[src/sti_pkg.sv]
// shared types and constants for the sample table interpolator
// used by sti_mod_pipe, sti_interp and sample_table_interpolator_core
package sti_pkg;

  // input opcodes
  localparam logic OP_WRITE = 1'b0;
  localparam logic OP_READ  = 1'b1;

  // configuration register indexes
  localparam int CFG_IDX_W  = 1;
  localparam int CFG_DATA_W = 17;
  localparam logic [CFG_IDX_W-1:0] REG_WAVE_LENGTH = 1'b0;
  localparam logic [CFG_IDX_W-1:0] REG_INTERP_MODE = 1'b1;

  // interpolation modes
  localparam logic MODE_LINEAR = 1'b0;
  localparam logic MODE_CUBIC  = 1'b1;

  localparam int SAMPLE_W   = 16;
  localparam int SAMPLE_MAX = 32767;
  localparam int SAMPLE_MIN = -32768;

  // horner accumulator width, covers the largest doubled coefficient sum
  localparam int TW = 22;

  // control bits that travel with each word
  typedef struct packed {
    logic valid;
    logic rd;
  } sti_ctl_t;

endpackage

[src/sti_interp.sv]
// interpolation datapath: coefficients, three horner multiplies, rounding,
// saturation and the output register; uses sti_pkg
module sti_interp #(
  parameter int FRAC_BITS = 16
) (
  input  logic                         clk,
  input  logic                         rst_n,
  input  logic                         adv,
  input  logic                         mode,
  input  sti_pkg::sti_ctl_t            in_ctl,
  input  logic signed [sti_pkg::SAMPLE_W-1:0] y0,
  input  logic signed [sti_pkg::SAMPLE_W-1:0] y1,
  input  logic signed [sti_pkg::SAMPLE_W-1:0] y2,
  input  logic signed [sti_pkg::SAMPLE_W-1:0] y3,
  input  logic [FRAC_BITS-1:0]         frac,
  output logic                         res_valid,
  output logic signed [sti_pkg::SAMPLE_W-1:0] res_sample,
  output logic                         res_clip
);
  import sti_pkg::*;

  localparam int PW = TW + FRAC_BITS + 1;
  localparam logic signed [PW-1:0] RND_HALF = PW'(1) << (FRAC_BITS - 1);

  // coefficient stage
  sti_ctl_t              c_ctl_r;
  logic signed [TW-1:0]  ca_r, cb_r, cc_r, cd_r, dl_r, c_y1_r;
  logic [FRAC_BITS-1:0]  c_frac_r;
  logic signed [TW-1:0]  e0, e1, e2, e3;
  logic signed [TW-1:0]  ca_nxt, cb_nxt, cc_nxt, cd_nxt, dl_nxt;

  assign e0 = TW'(y0);
  assign e1 = TW'(y1);
  assign e2 = TW'(y2);
  assign e3 = TW'(y3);

  assign ca_nxt = e3 - e0 + ((e1 - e2) <<< 1) + (e1 - e2);
  assign cb_nxt = (e0 <<< 1) - (e1 <<< 2) - e1 + (e2 <<< 2) - e3;
  assign cc_nxt = e2 - e0;
  assign cd_nxt = e1 <<< 1;
  assign dl_nxt = e2 - e1;

  always_ff @(posedge clk) begin
    if (!rst_n) begin
      c_ctl_r <= '0;
    end else if (adv) begin
      c_ctl_r <= in_ctl;
    end
  end

  always_ff @(posedge clk) begin
    if (adv) begin
      ca_r     <= ca_nxt;
      cb_r     <= cb_nxt;
      cc_r     <= cc_nxt;
      cd_r     <= cd_nxt;
      dl_r     <= dl_nxt;
      c_y1_r   <= e1;
      c_frac_r <= frac;
    end
  end

  // first multiply: A*f and the linear slope times f
  sti_ctl_t              x1_ctl_r;
  logic signed [PW-1:0]  p1_r, pl1_r;
  logic signed [TW-1:0]  x1_cb_r, x1_cc_r, x1_cd_r, x1_y1_r;
  logic [FRAC_BITS-1:0]  x1_frac_r;
  logic signed [PW-1:0]  c_fs;

  assign c_fs = PW'($signed({1'b0, c_frac_r}));

  always_ff @(posedge clk) begin
    if (!rst_n) begin
      x1_ctl_r <= '0;
    end else if (adv) begin
      x1_ctl_r <= c_ctl_r;
    end
  end

  always_ff @(posedge clk) begin
    if (adv) begin
      p1_r      <= PW'(ca_r) * c_fs;
      pl1_r     <= PW'(dl_r) * c_fs;
      x1_cb_r   <= cb_r;
      x1_cc_r   <= cc_r;
      x1_cd_r   <= cd_r;
      x1_y1_r   <= c_y1_r;
      x1_frac_r <= c_frac_r;
    end
  end

  // second multiply: (rnd(A*f) + B) * f
  sti_ctl_t              x2_ctl_r;
  logic signed [PW-1:0]  p2_r, pl2_r;
  logic signed [TW-1:0]  x2_cc_r, x2_cd_r, x2_y1_r;
  logic [FRAC_BITS-1:0]  x2_frac_r;
  logic signed [PW-1:0]  x1_fs, x1_rsh;
  logic signed [TW-1:0]  t2;

  assign x1_fs  = PW'($signed({1'b0, x1_frac_r}));
  assign x1_rsh = (p1_r + RND_HALF) >>> FRAC_BITS;
  assign t2     = TW'(x1_rsh) + x1_cb_r;

  always_ff @(posedge clk) begin
    if (!rst_n) begin
      x2_ctl_r <= '0;
    end else if (adv) begin
      x2_ctl_r <= x1_ctl_r;
    end
  end

  always_ff @(posedge clk) begin
    if (adv) begin
      p2_r      <= PW'(t2) * x1_fs;
      pl2_r     <= pl1_r;
      x2_cc_r   <= x1_cc_r;
      x2_cd_r   <= x1_cd_r;
      x2_y1_r   <= x1_y1_r;
      x2_frac_r <= x1_frac_r;
    end
  end

  // third multiply: (rnd(t*f) + C) * f
  sti_ctl_t              x3_ctl_r;
  logic signed [PW-1:0]  p3_r, pl3_r;
  logic signed [TW-1:0]  x3_cd_r, x3_y1_r;
  logic signed [PW-1:0]  x2_fs, x2_rsh;
  logic signed [TW-1:0]  t3;

  assign x2_fs  = PW'($signed({1'b0, x2_frac_r}));
  assign x2_rsh = (p2_r + RND_HALF) >>> FRAC_BITS;
  assign t3     = TW'(x2_rsh) + x2_cc_r;

  always_ff @(posedge clk) begin
    if (!rst_n) begin
      x3_ctl_r <= '0;
    end else if (adv) begin
      x3_ctl_r <= x2_ctl_r;
    end
  end

  always_ff @(posedge clk) begin
    if (adv) begin
      p3_r    <= PW'(t3) * x2_fs;
      pl3_r   <= pl2_r;
      x3_cd_r <= x2_cd_r;
      x3_y1_r <= x2_y1_r;
    end
  end

  // final rounding, mode select and saturation
  logic signed [PW-1:0]  x3_rsh, lin_sum, lin_rsh;
  logic signed [TW-1:0]  t4, cub, lin, res;
  logic signed [SAMPLE_W-1:0] sat_nxt;
  logic                  clip_nxt;

  assign x3_rsh  = (p3_r + RND_HALF) >>> FRAC_BITS;
  assign t4      = TW'(x3_rsh) + x3_cd_r;
  assign cub     = (t4 + TW'(1)) >>> 1;
  assign lin_sum = (PW'(x3_y1_r) <<< FRAC_BITS) + pl3_r + RND_HALF;
  assign lin_rsh = lin_sum >>> FRAC_BITS;
  assign lin     = TW'(lin_rsh);
  assign res     = (mode == MODE_CUBIC) ? cub : lin;

  always_comb begin
    priority if (res > TW'(SAMPLE_MAX)) begin
      sat_nxt  = SAMPLE_W'(SAMPLE_MAX);
      clip_nxt = 1'b1;
    end else if (res < TW'(SAMPLE_MIN)) begin
      sat_nxt  = SAMPLE_W'(SAMPLE_MIN);
      clip_nxt = 1'b1;
    end else begin
      sat_nxt  = SAMPLE_W'(res);
      clip_nxt = 1'b0;
    end
  end

  logic                        res_valid_r;
  logic signed [SAMPLE_W-1:0]  res_sample_r;
  logic                        res_clip_r;

  always_ff @(posedge clk) begin
    if (!rst_n) begin
      res_valid_r <= 1'b0;
    end else if (adv) begin
      res_valid_r <= x3_ctl_r.valid && x3_ctl_r.rd;
    end
  end

  always_ff @(posedge clk) begin
    if (adv) begin
      res_sample_r <= sat_nxt;
      res_clip_r   <= clip_nxt;
    end
  end

  assign res_valid  = res_valid_r;
  assign res_sample = res_sample_r;
  assign res_clip   = res_clip_r;

endmodule

[config.mk]
export PLATFORM = sky130hd
export DESIGN_NAME = sti_interp
export DESIGN_NICKNAME = d
export VERILOG_FILES = /design/src/sti_pkg.sv /design/src/sti_interp.sv
export SDC_FILE = /design/constraint.sdc
export NUM_CORES = 2
export LEC_CHECK = 0
export BUFFER_PORTS_ARGS = -buffer_cell sky130_fd_sc_hd__buf_2
export CAP_MARGIN = 20
export CORE_MARGIN = 2
export CORE_UTILIZATION = 57
export DETAILED_ROUTE_END_ITERATION = 10
export HOLD_SLACK_MARGIN = 0.02
export MAX_ROUTING_LAYER = met4
export PLACE_DENSITY = 0.85
export SYNTH_ARGS = -nofsm -noshare
export SYNTH_HDL_FRONTEND = slang
export SYNTH_SLANG_ARGS = --single-unit
[constraint.sdc]
create_clock -name clk -period 9.8 [get_ports clk]
set_input_delay 1.96 -clock clk [delete_from_list [all_inputs] [get_ports clk]]
set_output_delay 1.96 -clock clk [all_outputs]
set_load 0.02 [all_outputs]
* After elaboration in Yosys (flattened, before gate mapping) *
Index checks and enable logic that the tools add are counted.

operators by class
  multipliers = 4
  reductions and logical operators = 1
  order comparisons = 2
  multiplexer cells = 3
  add/subtract/negate cells = 19

operators with widths
  kind                                                             number
  adder 38 x 17 -> 38 bit, second input constant                   4
  multiplier 22 x 17 -> 38 bit                                     3
  subtractor 16 x 16 -> 17 bit                                     4
  adder 22 bit                                                     2
  adder 32 x 34 -> 35 bit                                          1
  multiplier 17 x 17 -> 34 bit                                     1
  adder 22 x 17 -> 22 bit                                          1
  adder 22 x 2 -> 22 bit, second input constant                    1
  greater-than comparator 22 x 16 -> 1 bit, second input constant  1
  < comparator 22 x 16 -> 1 bit, second input constant             1
  two-way mux 22 bit                                               1
  subtractor 21 x 16 -> 22 bit                                     1
  adder 20 x 18 -> 21 bit                                          1
  adder 19 x 17 -> 20 bit                                          1
  subtractor 19 x 16 -> 20 bit                                     1
  adder 17 x 18 -> 19 bit                                          1
  subtractor 17 x 18 -> 19 bit                                     1
  two-way mux 16 bit                                               1
  logical AND 1 bit                                                1
  two-way mux 1 bit                                                1

word-level totals
  register bits = 567
  output and inout port bits = 18
  word-level logic and storage cells = 64
  input bits = 86

* Logic depth before layout (Yosys ltp) *
  depth after elaboration = 6
  gate-level depth with buffers = 39
  depth with buffers taken out = 38

* Worst setup path before layout *
Ideal clock, no wire load.

  path type = reg-to-reg
  from = register p1_r[15]
  to = register p2_r[36] (data pin)
  library setup time = 0.258 ns
  buffers on the path = 1
  arrival = 8.851 ns
  slack = 0.691 ns
  period minus slack after synthesis = 9.109 ns
  cell stages (with the launch flop) = 36
  required time = 9.542 ns
  path through = edfxtp_1 ha_1 ha_1 inv_1 fa_1 inv_1 a21oi_1 o21ai_1 a21o_1 a21o_1 a21o_1 a221o_1 a221oi_2 a2111oi_0 o31a_1 o21ai_1 clkbuf_1 nand3b_1 fa_1 fa_1 fa_1 inv_1 fa_1 fa_1 inv_1 fa_1 inv_1 ha_1 and3_1 nand3_1 o31ai_1 nand2_1 or3_1 a21boi_0 o22ai_1 xnor2_1

between the ends
  word-level cells in the longest chain between the ends = 3

RTL lines
  item                          line               source
  from (decl)                   sti_interp.sv:65   logic signed [PW-1:0] p1_r, pl1_r;
  from (signal assigned)        sti_interp.sv:82   p1_r <= PW'(ca_r) * c_fs;
  adder 38 x 17 -> 38 bit       sti_interp.sv:101  assign x1_rsh = (p1_r + RND_HALF) >>> FRAC_BITS;
  adder 22 bit                  sti_interp.sv:102  assign t2 = TW'(x1_rsh) + x1_cb_r;
  multiplier 22 x 17 -> 38 bit  sti_interp.sv:114  p2_r <= PW'(t2) * x1_fs;
  to (signal assigned)          sti_interp.sv:114
  to (decl)                     sti_interp.sv:94   logic signed [PW-1:0] p2_r, pl2_r;

No other way between the ends.
A chain may end at the register's enable or synchronous reset.

* Worst setup path in the final report *
  from = register p1_r[15]
  to = register p2_r[37] (data pin)

Same word-level chain as after synthesis.

==> impl_metrics.tcl <==
set metrics [dict create \
    ys_top_cells_by_count "inv_1, fa_1, nand2_1, ha_1, and2_1" \
    coreArea_sq_um 121000 \
    wire_per_inst_um 19.3 \
    clk_pin_slew_worst_paths_ns 0.07 \
    drt-total-wl_um 169000 \
    finalClockSkew_ns 0.0368 \
    place_ws_ns 0.0220 \
    grt_overflow 0 \
    postLayoutSetupSlackWorst_ns 0.201 \
    post-route-util 0.609 \
    slowest_delay_ns 0.77 \
    area_growth_pct 6.24 \
    critPathArrivalTime_ns 9.96 \
    yosys_warnings 0 \
    hold_buffers 0 \
    synthFlopType "edfxtp_1" \
    place_area_sq_um 72000 \
    nFillCells 9500 \
    vias_per_cell 5.57 \
    synth_nets 9096 \
    tightest_slew_ns 1.17 \
    vias 48958 \
    busiest_layer "met2" \
    grt.met1_usage 0.346 \
    critical_path.slowest_cell "xnor2_1" \
    worstPathRequired_ns 10.16 \
    cp-end-kind "register" \
    post-place-cells 8679 \
    clockBufferDepth 3 \
    drv_slew 0 \
    cpMostUsedCell "fa_1" \
    grt_pass1_vias 52788 \
    antenna_found_initial 18 \
    worst_setup_path_start_kind "register" \
    drive_gt1_frac 0.0511 \
    fmax_mhz 104 \
    yosysTopAreaCell "fa_1" \
    synth_edf_count 387 \
    crit_type "register to register" \
    hold_violations 0 \
    async_flop_share 0 \
    die_y_um 353 \
    status "finished, final reports clean" \
    cts_sinks 396 \
    start_util 0.573 \
    syn_area_sq_um 69600 \
    worstSkewPairLatency_ns 0.63 \
    netlist_instances 7088 \
    synth.area.top_cells "fa_1, edfxtp_1, ha_1" \
    cp_max_fo 9 \
    grt_pass1_wl_um 273000 \
    min_path_type "register to register" \
    syn_area_per_cell_sq_um 9.81 \
    die_w_um 353 \
    period_minus_slack_ns 9.60 \
    nNetsFinal 9115 \
    synth.yosys.seq_area_share 0.170 \
    yosysMostFrequentCell "inv_1" \
    drc_errors 0 \
    root_buffer "clkbuf_16" \
    synth_top_cell_area_share 0.393 \
    htreeDepth 2 \
    finalNonFillerCells 8790 \
    grt_max_degree 162 \
    fp.dieArea_sq_um 125000 \
    dpl.hpwl_um 134000 \
    final_area_sq_um 73900 \
    track_usage 0.285 \
    use_met3 0.0570 \
    timing.final.crit_share 0.979 \
    drtPass1Iterations 6 \
    portBuffers 103 \
    io-pin-count 104 \
    ant_nets 0 \
    slew_headroom 0.218 \
    place_congestion 0.950 \
    drt_iter0_markers 4026 \
    yosysUniqueCellTypes 82 \
    met2_usage 0.459 \
    numCtsBuffers 45 \
    ys_seq_elements 396 \
    rows 128 \
    cts_tree "yes" \
    maxCapViolations 0 \
    setup_viol 0 \
]
[per-stage QoR]
step | hold slack (ns) | setup TNS, ns
after floorplan | 0.400 | 0
after global placement | 0.401 | 0
after detailed placement | 0.405 | 0
after CTS | 0.397 | 0
after global routing | 0.404 | -0.177
final | 0.403 | 0
[registers in the layout, summed over array words and instances, names as in the netlist, 19 cells and up]
name / count
p1_r: 23
p2_r: 23
p3_r: 23
cb_r: 22
x1_cb_r: 22
ca_r: 20
pl1_r: 19
pl2_r: 19
pl3_r: 19
[path summary, 6_finish.rpt]
kind / from / to / slack (ns) / depth (start not counted)
setup / recovery: p1_r[15] / p2_r[37] / 0.20 / 34
hold / removal: x1_cd_r[6] / x2_cd_r[6] / 0.40 / 0
hold reg to reg: x1_cd_r[6] / x2_cd_r[6] / 0.40 / 0
setup reg to reg: p1_r[15] / p2_r[37] / 0.20 / 34
[what timing repair did]
| item | 4_1_cts | 5_1_grt |
|---|---|---|
| resized for setup | 3 | 40 |
| setup buffers | 0 | 3 |
| pin swaps | 0 | 2 |
| endpoints found under the setup margin | 2 | 16 |
[area by class of cell]
cell class	count	area [sq um]	share of cell area
Clock buffer	50	1170	0.0158
Clock inverter	33	398	0.00538
Inverter	1716	6440	0.0872
Antenna cell	22	55.1	0.000745
Timing Repair Buffer	205	1350	0.0182
Tap cell	1625	2030	0.0275
Multi-Input combinational cell	4743	50600	0.685
Sequential cell	396	11800	0.160
[per-layer routing]
layer  share of wire  wire, um  vias to the layer above
met5               0         0                        -
met4           0.049      8380                        0
met3           0.091     15500                      554
met2            0.49     82400                     2235
met1            0.37     63200                    24718
li1                -         -                    21451
[worst max-delay path: cells and delay by family, from the launching register on]
family	cells	cell delay (ns)
adders and majority gates	9	3.96
AOI/OAI and AO/OA	14	2.68
xor gates and xnor gates	3	1.03
and+or+nand+nor	4	0.79
buffers and inverters	4	0.49
DFF	1	0.37
[cells in the final DEF (no fill, tap or decap), types with 110 or more instances in the layout]
cell type / Yosys / routed
o21ai_0: 112 / 110
ha_1: 556 / 554
a21oi_1: 158 / 152
xnor2_1: 233 / 222
edfxtp_1: 387 / 387
nor2_1: 179 / 178
nand2_1: 865 / 865
inv_1: 1716 / 1716
and2_1: 515 / 515
fa_1: 1366 / 1364
[logic make-up (layout without fill, tap and decap cells)]
family | count (synthesis) | count (layout) | share of synthesized area
AOI/OAI and AO/OA | 564 | 564 | 0.0533
xor gates and xnor gates | 335 | 335 | 0.0423
adders and majority gates | 1928 | 1928 | 0.494
buffers and inverters | 1949 | 2004 | 0.106
DFF | 396 | 396 | 0.170
muxes | 14 | 14 | 0.00203
other | 0 | 22 | 0
and+or+nand+nor | 1902 | 1902 | 0.133
Power is not shown: default switching activity piles up to over one toggle a cycle in this logic, so the estimate is an artifact.
