<file path="src/sti_pkg.sv">
// shared types and constants for the sample table interpolator
// used by sti_mod_pipe, sti_interp and sample_table_interpolator_core
package sti_pkg;

  // input opcodes
  localparam logic OP_WRITE = 1'b0;
  localparam logic OP_READ  = 1'b1;

  // configuration register indexes
  localparam int CFG_IDX_W  = 1;
  localparam int CFG_DATA_W = 17;
  localparam logic [CFG_IDX_W-1:0] REG_WAVE_LENGTH = 1'b0;
  localparam logic [CFG_IDX_W-1:0] REG_INTERP_MODE = 1'b1;

  // interpolation modes
  localparam logic MODE_LINEAR = 1'b0;
  localparam logic MODE_CUBIC  = 1'b1;

  localparam int SAMPLE_W   = 16;
  localparam int SAMPLE_MAX = 32767;
  localparam int SAMPLE_MIN = -32768;

  // horner accumulator width, covers the largest doubled coefficient sum
  localparam int TW = 22;

  // control bits that travel with each word
  typedef struct packed {
    logic valid;
    logic rd;
  } sti_ctl_t;

endpackage

</file>
<file path="src/sti_mod_pipe.sv">
// pipelined index wrap: remainder of an unsigned index by the wave length
// one restoring step per stage, sideband carried along; uses sti_pkg
module sti_mod_pipe #(
  parameter int IW = 16,
  parameter int LW = 17,
  parameter int SW = 32
) (
  input  logic                clk,
  input  logic                rst_n,
  input  logic                adv,
  input  sti_pkg::sti_ctl_t   in_ctl,
  input  logic [IW-1:0]       in_num,
  input  logic [SW-1:0]       in_side,
  input  logic [LW-1:0]       len,
  output sti_pkg::sti_ctl_t   out_ctl,
  output logic [LW-1:0]       out_rem,
  output logic [SW-1:0]       out_side
);
  import sti_pkg::*;

  sti_ctl_t        ctl_r  [IW];
  logic [IW-1:0]   num_r  [IW-1];
  logic [LW-1:0]   rem_r  [IW];
  logic [SW-1:0]   side_r [IW];

  for (genvar k = 0; k < IW; k++) begin : g_stage
    sti_ctl_t      ctl_prev;
    logic [IW-1:0] num_prev;
    logic [LW-1:0] rem_prev;
    logic [SW-1:0] side_prev;
    logic [LW:0]   sh;
    logic [LW-1:0] rem_nxt;

    if (k == 0) begin : g_first
      assign ctl_prev  = in_ctl;
      assign num_prev  = in_num;
      assign rem_prev  = '0;
      assign side_prev = in_side;
    end else begin : g_rest
      assign ctl_prev  = ctl_r[k-1];
      assign num_prev  = num_r[k-1];
      assign rem_prev  = rem_r[k-1];
      assign side_prev = side_r[k-1];
    end

    // bring in the next dividend bit, subtract the length once if it fits
    assign sh      = {rem_prev, num_prev[IW-1]};
    assign rem_nxt = (sh >= {1'b0, len}) ? LW'(sh - {1'b0, len}) : LW'(sh);

    always_ff @(posedge clk) begin
      if (!rst_n) begin
        ctl_r[k] <= '0;
      end else if (adv) begin
        ctl_r[k] <= ctl_prev;
      end
    end

    always_ff @(posedge clk) begin
      if (adv) begin
        rem_r[k]  <= rem_nxt;
        side_r[k] <= side_prev;
      end
    end

    if (k < IW - 1) begin : g_num
      always_ff @(posedge clk) begin
        if (adv) begin
          num_r[k] <= num_prev << 1;
        end
      end
    end
  end

  assign out_ctl  = ctl_r[IW-1];
  assign out_rem  = rem_r[IW-1];
  assign out_side = side_r[IW-1];

endmodule

</file>
<file path="config.mk">
export PLATFORM = sky130hd
export DESIGN_NAME = sti_mod_pipe
export DESIGN_NICKNAME = d
export VERILOG_FILES = /design/src/sti_pkg.sv /design/src/sti_mod_pipe.sv
export SDC_FILE = /design/constraint.sdc
export NUM_CORES = 1
export LEC_CHECK = 0
export ABC_CLOCK_PERIOD_IN_PS = 7150
export BUFFER_PORTS_ARGS = -buffer_cell sky130_fd_sc_hd__buf_2
export CAP_MARGIN = 30
export CORE_ASPECT_RATIO = 1.2
export CORE_MARGIN = 2
export CORE_UTILIZATION = 65
export DETAILED_ROUTE_END_ITERATION = 16
export GPL_ROUTABILITY_DRIVEN = 0
export PLACE_DENSITY = 0.83
export REMOVE_ABC_BUFFERS = 1
export SYNTH_ARGS = -nofsm -noshare
export SYNTH_HDL_FRONTEND = slang
export SYNTH_SLANG_ARGS = --single-unit
</file>
<file path="constraint.sdc">
create_clock -name clk -period 7.15 [get_ports clk]
set_input_delay 0.3575 -clock clk [delete_from_list [all_inputs] [get_ports clk]]
set_output_delay 0.3575 -clock clk [all_outputs]
set_load 0.1 [all_outputs]
</file>
# Word-level counts from Yosys, hierarchy flattened
# Memories as Yosys holds them, arrays and structs flattened.
# Cells that the tools add are included.
[word_totals] register_bits=0 mem_bits_rw=1041 in_bits=70 output_inout_bits=51 wordCells=89 memories=4
[memory_table] memory="side_r" depth=16 width=32 rd=16 rd_clocked_by_memory_dff=0 write_ports=16 line="sti_mod_pipe.sv:24" rtl="logic [SW-1:0] side_r [IW];"
[memory_table] memory="rem_r" depth=16 width=17 rd=16 rd_clocked_by_memory_dff=0 write_ports=16 line="sti_mod_pipe.sv:23" rtl="logic [LW-1:0] rem_r [IW];"
[memory_table] memory="num_r" depth=15 width=15 rd=15 rd_clocked_by_memory_dff=0 write_ports=15 line="sti_mod_pipe.sv:22" rtl="logic [IW-1:0] num_r [IW-1];"
[memory_table] memory="ctl_r" depth=16 width=2 rd=16 rd_clocked_by_memory_dff=0 write_ports=16 line="sti_mod_pipe.sv:21" rtl="sti_ctl_t ctl_r [IW];"
[classes] addsub=16 n_lt_le_gt_ge=16 muxes=37 bitwise_logic=16
[op_table] cell="17-bit 2-to-1 mux" n=16
[op_table] cell="18-bit by 17-bit >= comparator with 1-bit output" n=15
[op_table] cell="17-bit subtractor" n=15
[op_table] cell="2-bit 2-to-1 mux" n=16
[op_table] cell="1-bit by 17-bit >= comparator with 1-bit output" n=1
[op_table] cell="1-bit by 17-bit subtractor with 17-bit output" n=1
[op_table] cell="1-bit OR" n=16
[op_table] cell="1-bit 2-to-1 mux" n=5

# Depth between registers and ports, before layout
# Gate-level depths: netlist of the first run.
[logic_depth] depth_word=4 ltp_mapped=14 ltp_nobuf=12

# Least setup slack after synthesis of the first run
# No wires, ideal clock.
[synth_timing] path_kind="input -> register" startpoint="input port len[1]" endpoint="memory rem_r[8][10], in the netlist rem_r[4][10] (data pin)" setup_time_ns=0.260 arrival_ns=3.580 t_required_ns=6.890 path_slack_ns=3.310 stages=10 path_buffers=1 path_cell_list="inv_1 -> fa_1 -> a211oi_2 -> o21ai_2 -> a21oi_4 -> a2111oi_1 -> o311a_1 -> a2111oi_4 -> buf_6 -> mux2_4"
[synth_lines] item="start, declared" line="sti_mod_pipe.sv:14" rtl="input logic [LW-1:0] len,"
[synth_lines] item="end, declared" line="sti_mod_pipe.sv:23"

==> results.txt, run 1 <==
CTS resizes = 0
Via count of the first global-routing pass = 26000
Most common library cells after synthesis = edfxtp_1 (936), ha_1 (257), a21oi_1 (205)
Avg WL per Cell = 21.5 um
N_diodes = 0
Tmin final = 3.80 ns
Initial core utilization = 0.655
Seq/Total Area, Yosys = 0.656
Root Buffer Master = clkbuf_16
Critical Path Fanout Max = 30
Reg clk slew, reported paths = 0.06 ns
Share of the clock period used by the worst path = 0.531
Fmax = 0.263 GHz
Critical path startpoint = num_r[6][14]$_DFFE_PP_
Max-cap violations = 0
Reg2Reg Depth = 11
Rel. slew slack = 0.238
Gr usage total = 0.258
Avg Vias per Cell = 6.23
Leakage = 18.2 nW
Antenna violations before repair = 0
DRC = 0
Worst-Skew Late Latency = 0.65 ns
CTS Buf Count = 87
Yosys top cell by area = edfxtp_1
Critical path startpoint category = flop
Cell variety after synth = 79
Number of I/O port buffers = 120
Layout cells sized above 1 = 0.148
YS warnings = 0
TNS Setup = 0 ns
Net count, final = 3492
Unrepaired setup endpoints after global routing = no
Largest net degree at the start of global routing = 212
Crit path DAT = 4.16 ns
Ports = 121
First-pass GRT wire length = 137 mm
EDFF count, synth = 936
Grt total ovfl = 0
P per Cell Area = 421 mW/mm2
Crit path to = rem_r[3][26]$_DFFE_PP_
Setup WS post-layout = 3.35 ns
Die Y = 285 um
Post-synth top flop = edfxtp_1
Post-Synthesis Cells = 2904
Core area = 0.0655 mm2
Nature of the critical path endpoint = flop
Most frequent cell after synthesis = edfxtp_1
Row cnt = 103
Status = finished clean
Crit path kind = flop to flop
DR pass1 iterations = 6
Starting DRT DRC Count = 2357
Max VDD drop = 0.363 mV
Flop2flop setup slack = 3.35 ns
Final Hold Vio Count = 0
DP HPWL = 53.6 mm
Clk_skew = 0.0428 ns
Worst slack, placed = 2.79 ns
Avg Cell Area, Syn = 14.8 um2
CTS tree = built
P&R area growth vs syn = 11.7%
Asr flop ratio synth = 0
Fin. max-slew vios = 0
DRT Wirelength = 87.4 mm
Worst reg2reg path startpoint = num_r[6][14]$_DFFE_PP_
Die width = 238 um
H-tree depth = 3
Post-Syn Area = 0.0429 mm2
Post-DRT Antenna Nets = 0
Post-synth top area share = 0.656
Die area = 0.0680 mm2
Yosys reg bits = 936
Synth top area cells = edfxtp_1 (66%), ha_1 (7.5%), mux2_2 (3.9%)
Clock Path Buffers = 3
CTS Hold Bufs = 49
CP Data Required Time = 7.51 ns
Reg2reg end = rem_r[3][26]$_DFFE_PP_
Clk sink count = 936
Final setup fails = 0
Total setup buffers inserted after CTS = 0
Least-Margin Pin Slew = 1.14 ns
Hold Crit Class = primary input to flop
Vias = 25300
[flip-flops by register name, summed over array words and instances (netlist names)]
register,flops
num_r,120
side_r,512
rem_r,272
ctl_r,32
[per-stage QoR]
step | hold WS [ns] | total power [mW] | std cells | utilization | cell area [um2]
global placement | 0.400 | 15.0 | 3848 | 0.681 | 44600
global route | 0.0496 | 21.1 | 4057 | 0.731 | 47900
floorplan | 0.400 | 13.7 | 2862 | - | 42700
detailed placement | 0.405 | 15.5 | 3851 | 0.682 | 44600
CTS | 0.0135 | 20.1 | 4056 | 0.731 | 47900
finish | 0.0421 | 20.1 | 4057 | 0.731 | 47900
[cell type report]
class / count / area, um2
clock buffers: 97 / 2240
clock inverters: 59 / 484
fillers: 3945 / 17600
inverters: 95 / 357
multi-input cells: 1831 / 14200
flip-flops and latches: 936 / 28100
well taps: 840 / 1050
repair buffers: 199 / 1430
[cells by family (layout without fill, tap and decap cells)]
| kind of cell | count (synthesis) | after routing | share of synthesized area |
|---|---|---|---|
| adder cells (fa/ha/maj) | 272 | 272 | 0.0820 |
| buffers and inverters | 137 | 450 | 0.0128 |
| multiplexers | 182 | 182 | 0.0489 |
| AND/OR/NAND/NOR | 522 | 522 | 0.0583 |
| XOR/XNOR | 205 | 205 | 0.0419 |
| AO/OA/AOI/OAI | 650 | 650 | 0.100 |
| flip-flops | 936 | 936 | 0.656 |
[report_power, final]
part	leakage, nW	switching [mW]	internal, mW	total (mW)
Sequential	9.19	0.582	7.47	8.05
Combinational	7.67	4.27	3.37	7.64
Clock	1.33	2.06	2.39	4.45
[layer usage]
metal | vias to the layer above | global-route usage | routed length [um]
li1 | 11700 | - | -
met2 | 1007 | 0.450 | 44500
met3 | 355 | 0.0416 | 5160
met5 | - | 0 | 0
met4 | 0 | 0.153 | 5460
met1 | 12200 | 0.303 | 32300
[critical path, stage by stage (launching register included)]
cell and delay (ns):
edfxtp_1 0.43, inv_1 0.09, ha_1 0.17, inv_1 0.06, fa_1 0.41, a21o_1 0.19
a21oi_1 0.28, a21oi_1 0.13, o21ai_0 0.27, a21oi_1 0.11, or4_1 0.94, mux2_2 0.44
[worst min path at each step]
stage	start	to	slack [ns]	cells past startpoint
global placement	side_r[5][20]$_DFFE_PP_	side_r[6][20]$_DFFE_PP_	0.40	0
finish	in_ctl[0]	ctl_r[0][0]$_SDFFCE_PN0P_	0.04	2
detailed placement	num_r[9][13]$_DFFE_PP_	num_r[10][14]$_DFFE_PP_	0.40	0
floorplan	num_r[9][9]$_DFFE_PP_	num_r[10][10]$_DFFE_PP_	0.40	0
global route	in_ctl[0]	ctl_r[0][0]$_SDFFCE_PN0P_	0.05	2
CTS	in_ctl[0]	ctl_r[0][0]$_SDFFCE_PN0P_	0.01	2
[layout by cell type (no fill, tap or decap), drive strengths merged, types with 7 or more instances in the layout]
cell / count
edfxtp: 936
ha: 257
a21oi: 208
nor2: 196
mux2: 166
buf: 150
xnor2: 135
o21ai: 113
a21o: 103
nand2: 102
clkbuf: 97
inv: 96
xor2: 70
clkinv: 52
dlygate4sd3: 49
and3: 45
o21a: 40
nand4: 38
o21bai: 31
nand2b: 29
nor2b: 27
a211oi: 25
nor3: 21
nand3: 21
a31oi: 17
mux2i: 16
fa: 15
o31a: 12
o211ai: 10
a211o: 9
nor4: 9
or3: 9
a31o: 9
o41ai: 8
o2111ai: 7
o31ai: 7
Power figures use the tool's default switching activity.
==> inputs of run 2 (changes only) <==
--- a/config.mk
+++ b/config.mk
@@ -5,15 +5,15 @@
 export SDC_FILE = /design/constraint.sdc
 export NUM_CORES = 1
 export LEC_CHECK = 0
-export ABC_CLOCK_PERIOD_IN_PS = 7150
+export ABC_CLOCK_PERIOD_IN_PS = 3100
 export BUFFER_PORTS_ARGS = -buffer_cell sky130_fd_sc_hd__buf_2
 export CAP_MARGIN = 30
 export CORE_ASPECT_RATIO = 1.2
 export CORE_MARGIN = 2
-export CORE_UTILIZATION = 65
+export CORE_UTILIZATION = 57
 export DETAILED_ROUTE_END_ITERATION = 16
 export GPL_ROUTABILITY_DRIVEN = 0
-export PLACE_DENSITY = 0.83
+export PLACE_DENSITY = 0.77
 export REMOVE_ABC_BUFFERS = 1
 export SYNTH_ARGS = -nofsm -noshare
 export SYNTH_HDL_FRONTEND = slang
==> constraint.sdc (replaced) <==
create_clock -name clk -period 3.1 [get_ports clk]
set_input_delay 0.155 -clock clk [delete_from_list [all_inputs] [get_ports clk]]
set_output_delay 0.155 -clock clk [all_outputs]
set_load 0.1 [all_outputs]
==> results.txt, run 2 (same netlist as run 1, synthesis figures left out) <==
Status = complete, but fails checks
Failing checks = setup timing
Net count, final = 3737 (+7.0%)
Initial core utilization = 0.573 (-0.0812)
Cell area after layout = 0.0509 mm2 (+6.2%)
Combinational Power Share = 0.401 (+0.022)
N_diodes = 0 (unchanged)
Clk sink count = 936 (unchanged)
Ports = 121 (unchanged)
DP HPWL = 59.8 mm (+11%)
Avg WL per Cell = 20.3 um (-5.5%)
Layout cells sized above 1 = 0.221 (+0.0737)
Final Hold Vio Count = 0 (unchanged)
Root Buffer Master = clkbuf_16
Most flops, register = side_r
Cell Area, Placed = 0.0468 mm2 (+4.8%)
Via count of the first global-routing pass = 26900 (+3.6%)
DR pass1 iterations = 7 (+1)
Switch share = 0.332 (-0.0118)
Die width = 254 um (+6.7%)
Max VDD drop = 0.617 mV (+70%)
Clock Path Buffers = 3 (unchanged)
P&R area growth vs syn = 18.7%
Avg Vias per Cell = 5.85 (-6.2%)
Share of the clock period used by the worst path = 1.01 (+0.484)
Pint = 33.2 mW (+150%)
CTS Buf Count = 90 (+3.4%)
Largest net degree at the start of global routing = 90 (-58%)
Core area = 0.0747 mm2 (+14%)
Reg2Reg Depth = 13 (+2)
Reg clk slew, reported paths = 0.06 ns (about the same)
Vias = 26100 (+3.3%)
Number of I/O port buffers = 120 (unchanged)
CP Data Required Time = 3.49 ns (-4.02 ns)
Gr usage total = 0.235 (-0.0231)
Commonest non-fill, non-tap cells in the layout = edfxtp_1 (936), ha_1 (252), buf_4 (225), nor2_1 (196), a21oi_1 (195)
H-tree depth = 3 (unchanged)
Setup WS post-layout = -0.0449 ns (-3.40 ns)
Max reg flops = 512 (unchanged)
P per Cell Area = 975 mW/mm2 (+130%)
Worst-Skew Late Latency = 0.67 ns (+0.02 ns)
First-pass GRT wire length = 142 mm (+4.0%)
Clk_skew = 0.0323 ns (-0.0105 ns)
Core Util, Final = 0.681 (-0.0507)
Most common cell after layout, fill and taps aside = edfxtp_1
Max-cap violations = 0 (unchanged)
Grt total ovfl = 0 (unchanged)
Worst slack, placed = -0.385 ns (-3.18 ns)
Largest regs = side_r x512, rem_r x272, num_r x120
Least-Margin Pin Slew = 0.972 ns (-0.171 ns)
Leakage = 19.7 nW (+8.2%)
Final setup fails = 19 (+19)
Worst hold slack = 0.119 ns (+0.0773 ns)
Fin. max-slew vios = 0 (unchanged)
Row cnt = 110 (+6.8%)
Fillers = 4936 (+25%)
Critical Path Fanout Max = 17 (-43%)
Tmin final = 3.14 ns (-0.651 ns)
Die Y = 304 um (+6.7%)
Clock power share = 0.224 (+0.003)
Hold Path Cell Cnt = 2 (unchanged)
Crit path kind = flop to flop
Fmax = 0.318 GHz (+21%)
Switch Pwr = 16.4 mW (+140%)
Power share of the sequential group = 0.374 (-0.026)
Antenna violations before repair = 1 (+1)
Rel. slew slack = 0.348 (+0.109)
CTS tree = built
Post-DRT Antenna Nets = 0 (unchanged)
Unrepaired setup endpoints after global routing = yes
Crit path DAT = 3.54 ns (-0.62 ns)
Critical path startpoint category = flop
Starting DRT DRC Count = 1842 (-22%)
Nature of the critical path endpoint = flop
Hold Crit Class = primary input to flop
Die area = 0.0774 mm2 (+14%)
DRC = 0 (unchanged)
DRT Wirelength = 90.9 mm (+4.0%)
[run 2: cell types whose count changed in the layout (fill, tap and decap cells not counted), moves of 9 or more]
| cell | before | now |
|---|---|---|
| buf_4 | 22 | 225 |
| buf_12 | 4 | 37 |
| mux2_4 | 18 | 33 |
| mux2_2 | 147 | 133 |
| clkinv_2 | 23 | 10 |
| a21oi_1 | 205 | 195 |
| a21oi_2 | 1 | 11 |
| bufinv_16 | 3 | 12 |
| fa_1 | 15 | 6 |
| fa_2 | 0 | 9 |
[run 2: power by group through the flow]
stage	Sequential, mW	Clock, mW	Combinational, mW
after floorplan	19.1	0	12.6
after global placement	18.7	0	17.7
after detailed placement	18.8	0	18.6
after CTS	18.6	11.4	19.2
after global routing	18.7	11.8	21.6
final	18.6	11.1	19.9
[run 2: area by class of cell]
| type | count | area (um2) | area share |
|---|---|---|---|
| sequential | 936 | 28100 | 0.553 |
| multi-input combinational | 1831 | 14500 | 0.284 |
| timing repair buffer | 441 | 3680 | 0.0724 |
| clock buffer | 98 | 2280 | 0.0449 |
| tap | 1008 | 1260 | 0.0248 |
| clock inverter | 60 | 718 | 0.0141 |
| inverter | 95 | 357 | 0.00701 |
[run 2: repair_timing]
item,4_1_cts,5_1_grt
pin swaps,19,23
resized for setup,21,63
hold buffers,51,0
gates cloned,2,2
buffers inserted,14,15
hold endpoints to repair,90,0
setup endpoints to repair,88,239
[run 2: through the flow]
stage | TNS, ns | std cells | power, mW
detailed placement | -35.38 | 4227 | 37.4
floorplan | -125.06 | 2862 | 31.7
global route | -7.24 | 4469 | 52.1
CTS | -0.939 | 4452 | 49.1
finish | -0.416 | 4469 | 49.6
global placement | -17.83 | 4227 | 36.5
[run 2: routing by layer]
layer | global-route usage | up-vias | part of all wire
met4 | 0.123 | 2 | 0.051
met1 | 0.280 | 12700 | 0.38
met3 | 0.0364 | 304 | 0.056
li1 | - | 12200 | -
met5 | 0 | - | 0.00018
met2 | 0.410 | 918 | 0.51
[run 2: path summary, 6_finish.rpt]
| path | from | end | slack, ns |
|---|---|---|---|
| max | num_r[2][14]$_DFFE_PP_ | rem_r[1][29]$_DFFE_PP_ | -0.04 |
| min reg2reg | num_r[5][12]$_DFFE_PP_ | num_r[6][13]$_DFFE_PP_ | 0.40 |
| min | rst_n | ctl_r[3][1]$_SDFFCE_PN0P_ | 0.12 |
| max reg2reg | num_r[2][14]$_DFFE_PP_ | rem_r[1][29]$_DFFE_PP_ | -0.04 |
[run 2: worst max-delay path, stage by stage, from the launching register on]
cell and delay (ns):
edfxtp_1 0.38, inv_2 0.09, ha_4 0.14, inv_2 0.04, fa_2 0.33, a21o_1 0.19, a211oi_2 0.30, o21ai_2 0.09
a221o_1 0.32, a31o_2 0.27, o2111ai_2 0.20, nand2_2 0.09, buf_12 0.17, mux2_4 0.29
